`config.mk`:
```
export PLATFORM = sky130hd
export DESIGN_NAME = rtc_front
export DESIGN_NICKNAME = d
export VERILOG_FILES = /design/src/rtl/core/rtc_pkg.sv /design/src/rtl/core/rtc_front.sv
export SDC_FILE = /design/constraint.sdc
export NUM_CORES = 1
export LEC_CHECK = 0
export ABC_AREA = 0
export BUFFER_PORTS_ARGS = -buffer_cell sky130_fd_sc_hd__buf_2
export CORE_MARGIN = 3
export CORE_UTILIZATION = 33
export DETAILED_ROUTE_END_ITERATION = 7
export HOLD_SLACK_MARGIN = 0.12
export PLACE_DENSITY = 0.55
export SYNTH_ARGS = -nofsm -noshare
export SYNTH_HDL_FRONTEND = slang
export SYNTH_SLANG_ARGS = --single-unit
```
`constraint.sdc`:
```
create_clock -name clk -period 8.3 [get_ports clk]
set_input_delay 0.83 -clock clk [delete_from_list [all_inputs] [get_ports clk]]
set_output_delay 0.83 -clock clk [all_outputs]
set_load 0.02 [all_outputs]
```
`src/rtl/core/rtc_pkg.sv`:
```
// shared types, codes and constants for the region table containment block
// no dependencies
`default_nettype none
package rtc_pkg;

    localparam int unsigned TABLE_DEPTH_DEF = 64;
    localparam int unsigned FRONT_DEPTH = 2;

    typedef enum logic [1:0] {
        CMD_INSERT = 2'd0,
        CMD_FIND   = 2'd1,
        CMD_SPAN   = 2'd2,
        CMD_CLEAR  = 2'd3
    } cmd_e_t;

    typedef enum logic [1:0] {
        ST_OK   = 2'd0,
        ST_ZERO = 2'd1,
        ST_FULL = 2'd2,
        ST_MISS = 2'd3
    } status_e_t;

    typedef enum logic [2:0] {
        CL_INSERT,
        CL_REJECT,
        CL_FIND,
        CL_SPAN,
        CL_CLEAR
    } class_t;

    typedef enum logic [1:0] {
        S_IDLE,
        S_SCAN,
        S_DRAIN,
        S_FIN
    } back_state_t;

    typedef struct packed {
        logic [1:0]  cmd;
        logic [63:0] addr;
        logic [31:0] len;
        logic        flag_in;
    } in_word_t;

    typedef struct packed {
        logic [1:0]  status;
        logic [63:0] region_start;
        logic [31:0] region_len;
        logic        flag_out;
        logic [31:0] span;
    } out_word_t;

    // classified command handed from front to back
    typedef struct packed {
        class_t      cls;
        logic [63:0] addr;
        logic [31:0] len;
        logic        flag;
    } job_t;

    typedef struct packed {
        logic [63:0] start;
        logic [31:0] len;
        logic        flag;
    } entry_t;

endpackage
`default_nettype wire

```
`src/rtl/core/rtc_front.sv`:
```
// front end: accepts input words, classifies them, holds them in a short queue
// depends on rtc_pkg
`default_nettype none
module rtc_front (
    input  wire logic             clk,
    input  wire logic             rst_n,
    input  wire logic             push,
    output logic                  full,
    input  wire rtc_pkg::in_word_t in_word,
    output logic                  job_vld,
    output rtc_pkg::job_t         job,
    input  wire logic             job_take
);
    import rtc_pkg::*;

    localparam int unsigned PW = $clog2(FRONT_DEPTH);

    job_t            q_mem [FRONT_DEPTH];
    logic [PW-1:0]   wr_ptr_reg, wr_ptr_next;
    logic [PW-1:0]   rd_ptr_reg, rd_ptr_next;
    logic [PW:0]     cnt_reg, cnt_next;
    logic            do_push, do_pop;
    job_t            new_job;

    // classify the incoming word
    always_comb
    begin
        new_job.addr = in_word.addr;
        new_job.len  = in_word.len;
        new_job.flag = in_word.flag_in;
        case (cmd_e_t'(in_word.cmd))
            CMD_INSERT: new_job.cls = (in_word.len == 32'd0) ? CL_REJECT : CL_INSERT;
            CMD_FIND:   new_job.cls = CL_FIND;
            CMD_SPAN:   new_job.cls = CL_SPAN;
            CMD_CLEAR:  new_job.cls = CL_CLEAR;
            default:    new_job.cls = CL_CLEAR;
        endcase
    end

    assign full    = (cnt_reg == (PW+1)'(FRONT_DEPTH));
    assign job_vld = (cnt_reg != '0);
    assign job     = q_mem[rd_ptr_reg];
    assign do_push = push && !full;
    assign do_pop  = job_take && job_vld;

    // pointer and count update
    always_comb
    begin
        wr_ptr_next = do_push ? PW'(wr_ptr_reg + 1'b1) : wr_ptr_reg;
        rd_ptr_next = do_pop ? PW'(rd_ptr_reg + 1'b1) : rd_ptr_reg;
        cnt_next    = cnt_reg + (PW+1)'(do_push) - (PW+1)'(do_pop);
    end

    always_ff @(posedge clk or negedge rst_n)
    begin
        if (!rst_n)
        begin
            wr_ptr_reg <= '0;
            rd_ptr_reg <= '0;
            cnt_reg    <= '0;
        end
        else
        begin
            wr_ptr_reg <= wr_ptr_next;
            rd_ptr_reg <= rd_ptr_next;
            cnt_reg    <= cnt_next;
        end
    end

    // queue storage
    always_ff @(posedge clk)
    begin
        if (do_push)
            q_mem[wr_ptr_reg] <= new_job;
    end

endmodule
`default_nettype wire

```
==> metrics.cfg <==
[drt]
drt-met1-wl_um=6515
highest_layer=met4
routed-wl-met2_um=7304
detail_route.wl_per_cell_um=17.00
postRouteAntennaNets=0
drc_errors=0
drt_iter0_drc=138
routed_via_density=4.311
route.met3.wl_um=1281
routed_wirelength_um=15370
first_pass_iters=4
detailroute.via_count=3897

[critical_path]
critical_path_class=flip-flop to output pin
critPathMaxFanout=55
startpoint_type=flip-flop
arrival_ps=3120
crit_path_end_kind=output pin
crit_required_ps=7470

[synth]
avgSynthCellArea_um2=23.07
synth_top_area_share_pct=75.02
ys_seq_area_share_pct=76.27
synth_nets=455
yosysUniqueCellTypes=22
synth_area_um2=8005
synth_warnings=0
syn-instance-count=347
yosysTopAreaCell=edfxtp_1
synth_seq_cells=204
synth_area_leaders=edfxtp_1 (75%), mux2_4 (17%), buf_12 (2.3%), mux2_2 (1.4%), dfrtp_1 (1.3%)

[placed_design]
io_buffers=204
placed_cell_area_um2=9275
globalplace.congestion=0.7067
dp_hpwl_um=10240

[sta]
post-route-period-util_pct=47.56
hold_viol=0
fin_crit_ps=3947
hold_ws_ps=501.4
setup_viol=0
max_freq_mhz=253.3
rsz0062_at_grt=no
setup_tns_ps=0
tightest_slew_ps=1047
skew_ps=13.70
slew_headroom_pct=30.18
slew_violations=0

[layout]
final_common_cell=buf_2
layout_common_cells=buf_2 (204), edfxtp_1 (200), mux2_4 (90)
antenna_cells=0
num-nets-final=678
fin_area_um2=9967
drive_gt1_share_pct=58.97
largest_reg_flops=200
area_growth_pct=24.51

[power]
power_density_nw_per_um2=368.4
power_leakage_nw=3.948
ir_drop_uv=167.5

[floorplanning]
rows=56
core_area_um2=23680
die_height_um=161.8
die_x_um=161.8
die_area_um2=26160
start_util_pct=33.80
ios=205

[clock_tree]
clkSinkCount=204
clkTransAtPathRegs_ps=60
numCtsBuffers=23
cts_buffer_depth=3
root_buffer=clkbuf_16
htreeDepth=1
cts_resized=0
cts_tree=done
insertion_delay_ps=490

[hold_path]
hold_path.class=flip-flop to flip-flop

[global_routing]
antenna_found_initial=0
grt_pass1_vias=4118
grt_max_degree=57
grt_pass1_wl_um=23040
grt_overflow=0
track_usage_pct=11.19

[job]
maxCapViolations=0

[status]
outcome=finished, final reports clean

==> report_power, final <==
part | internal [mW] | switching [mW]
sequential | 1.41 | 0.117
clock | 0.536 | 0.372
combinational | 0.556 | 0.679
==> what timing repair did <==
action                                 CTS  global route
buffers inserted                         0             0
endpoints found under the hold margin    4             0
hold buffers                             1             0
==> final timing paths <==
kind | cells past startpoint | from | end | slack (ps)
worst max register to register | 3 | cnt_reg[1]$_DFF_PN0_ | q_mem[1][93]$_DFFE_PP_ | 5920
worst min-delay path | 1 | cnt_reg[1]$_DFF_PN0_ | cnt_reg[1]$_DFF_PN0_ | 500
max in group asynchronous | 2 | rst_n | rd_ptr_reg$_DFFE_PN0P_ | 7460
worst max-delay path | 3 | rd_ptr_reg$_DFFE_PN0P_ | job[94] | 4350
min in group asynchronous | 2 | rst_n | cnt_reg[1]$_DFF_PN0_ | 690
worst min register to register | 1 | cnt_reg[1]$_DFF_PN0_ | cnt_reg[1]$_DFF_PN0_ | 500
==> critical path, stage by stage (launching register included) <==
cell and delay, ps:
dfrtp_4 980, buf_4 850, mux2_2 430, buf_2 160
==> area by class of cell <==
| class | instances | area [um2] |
|---|---|---|
| Clock buffer | 26 | 586.8 |
| Clock inverter | 14 | 95.09 |
| Fill cell | 2177 | 13720 |
| Inverter | 4 | 15.01 |
| Multi-Input combinational cell | 128 | 1700 |
| Sequential cell | 204 | 6110 |
| Tap cell | 319 | 399.1 |
| Timing Repair Buffer | 209 | 1061 |
==> kinds of logic (layout without fill, tap and decap cells) <==
| group | after synthesis | after routing | synth area share (%) |
|---|---|---|---|
| mux | 100 | 100 | 18.29 |
| simple gates | 18 | 18 | 1.422 |
| xor+xnor | 4 | 4 | 0.4377 |
| fa+ha+maj | 5 | 5 | 0.7815 |
| buf+inv | 15 | 253 | 2.641 |
| compound gates | 1 | 1 | 0.1563 |
| flops | 204 | 204 | 76.27 |
==> layer usage <==
metal / up-vias / track usage, %
li1: 1832 / -
met2: 152 / 18.30
met5: - / 0
met4: 0 / 2.792
met1: 1892 / 14.50
met3: 21 / 3.698
==> stage by stage <==
stage	instances	power (mW)	util, %	setup WS, ps
after floorplan	347	2.534	-	2654
after global placement	863	2.799	39.16	4875
after detailed placement	863	2.820	39.16	4829
after CTS	904	3.750	42.09	4287
after global routing	904	3.860	42.09	4204
final	904	3.672	42.09	4353
==> synthesized netlist by cell type (all sizes together) <==
cell and number:
o31ai 1, buf 11, nor4 6, nor4b 1, nand4 2, inv 4
nand2 1, ha 5, nor2 2, or3 1, dfrtp 4, and2 1
or2 1, xor2 1, mux2 100, xnor2 3, and3 1, edfxtp 200
nand2b 2
No activity file was read; power rests on OpenSTA's default activity.
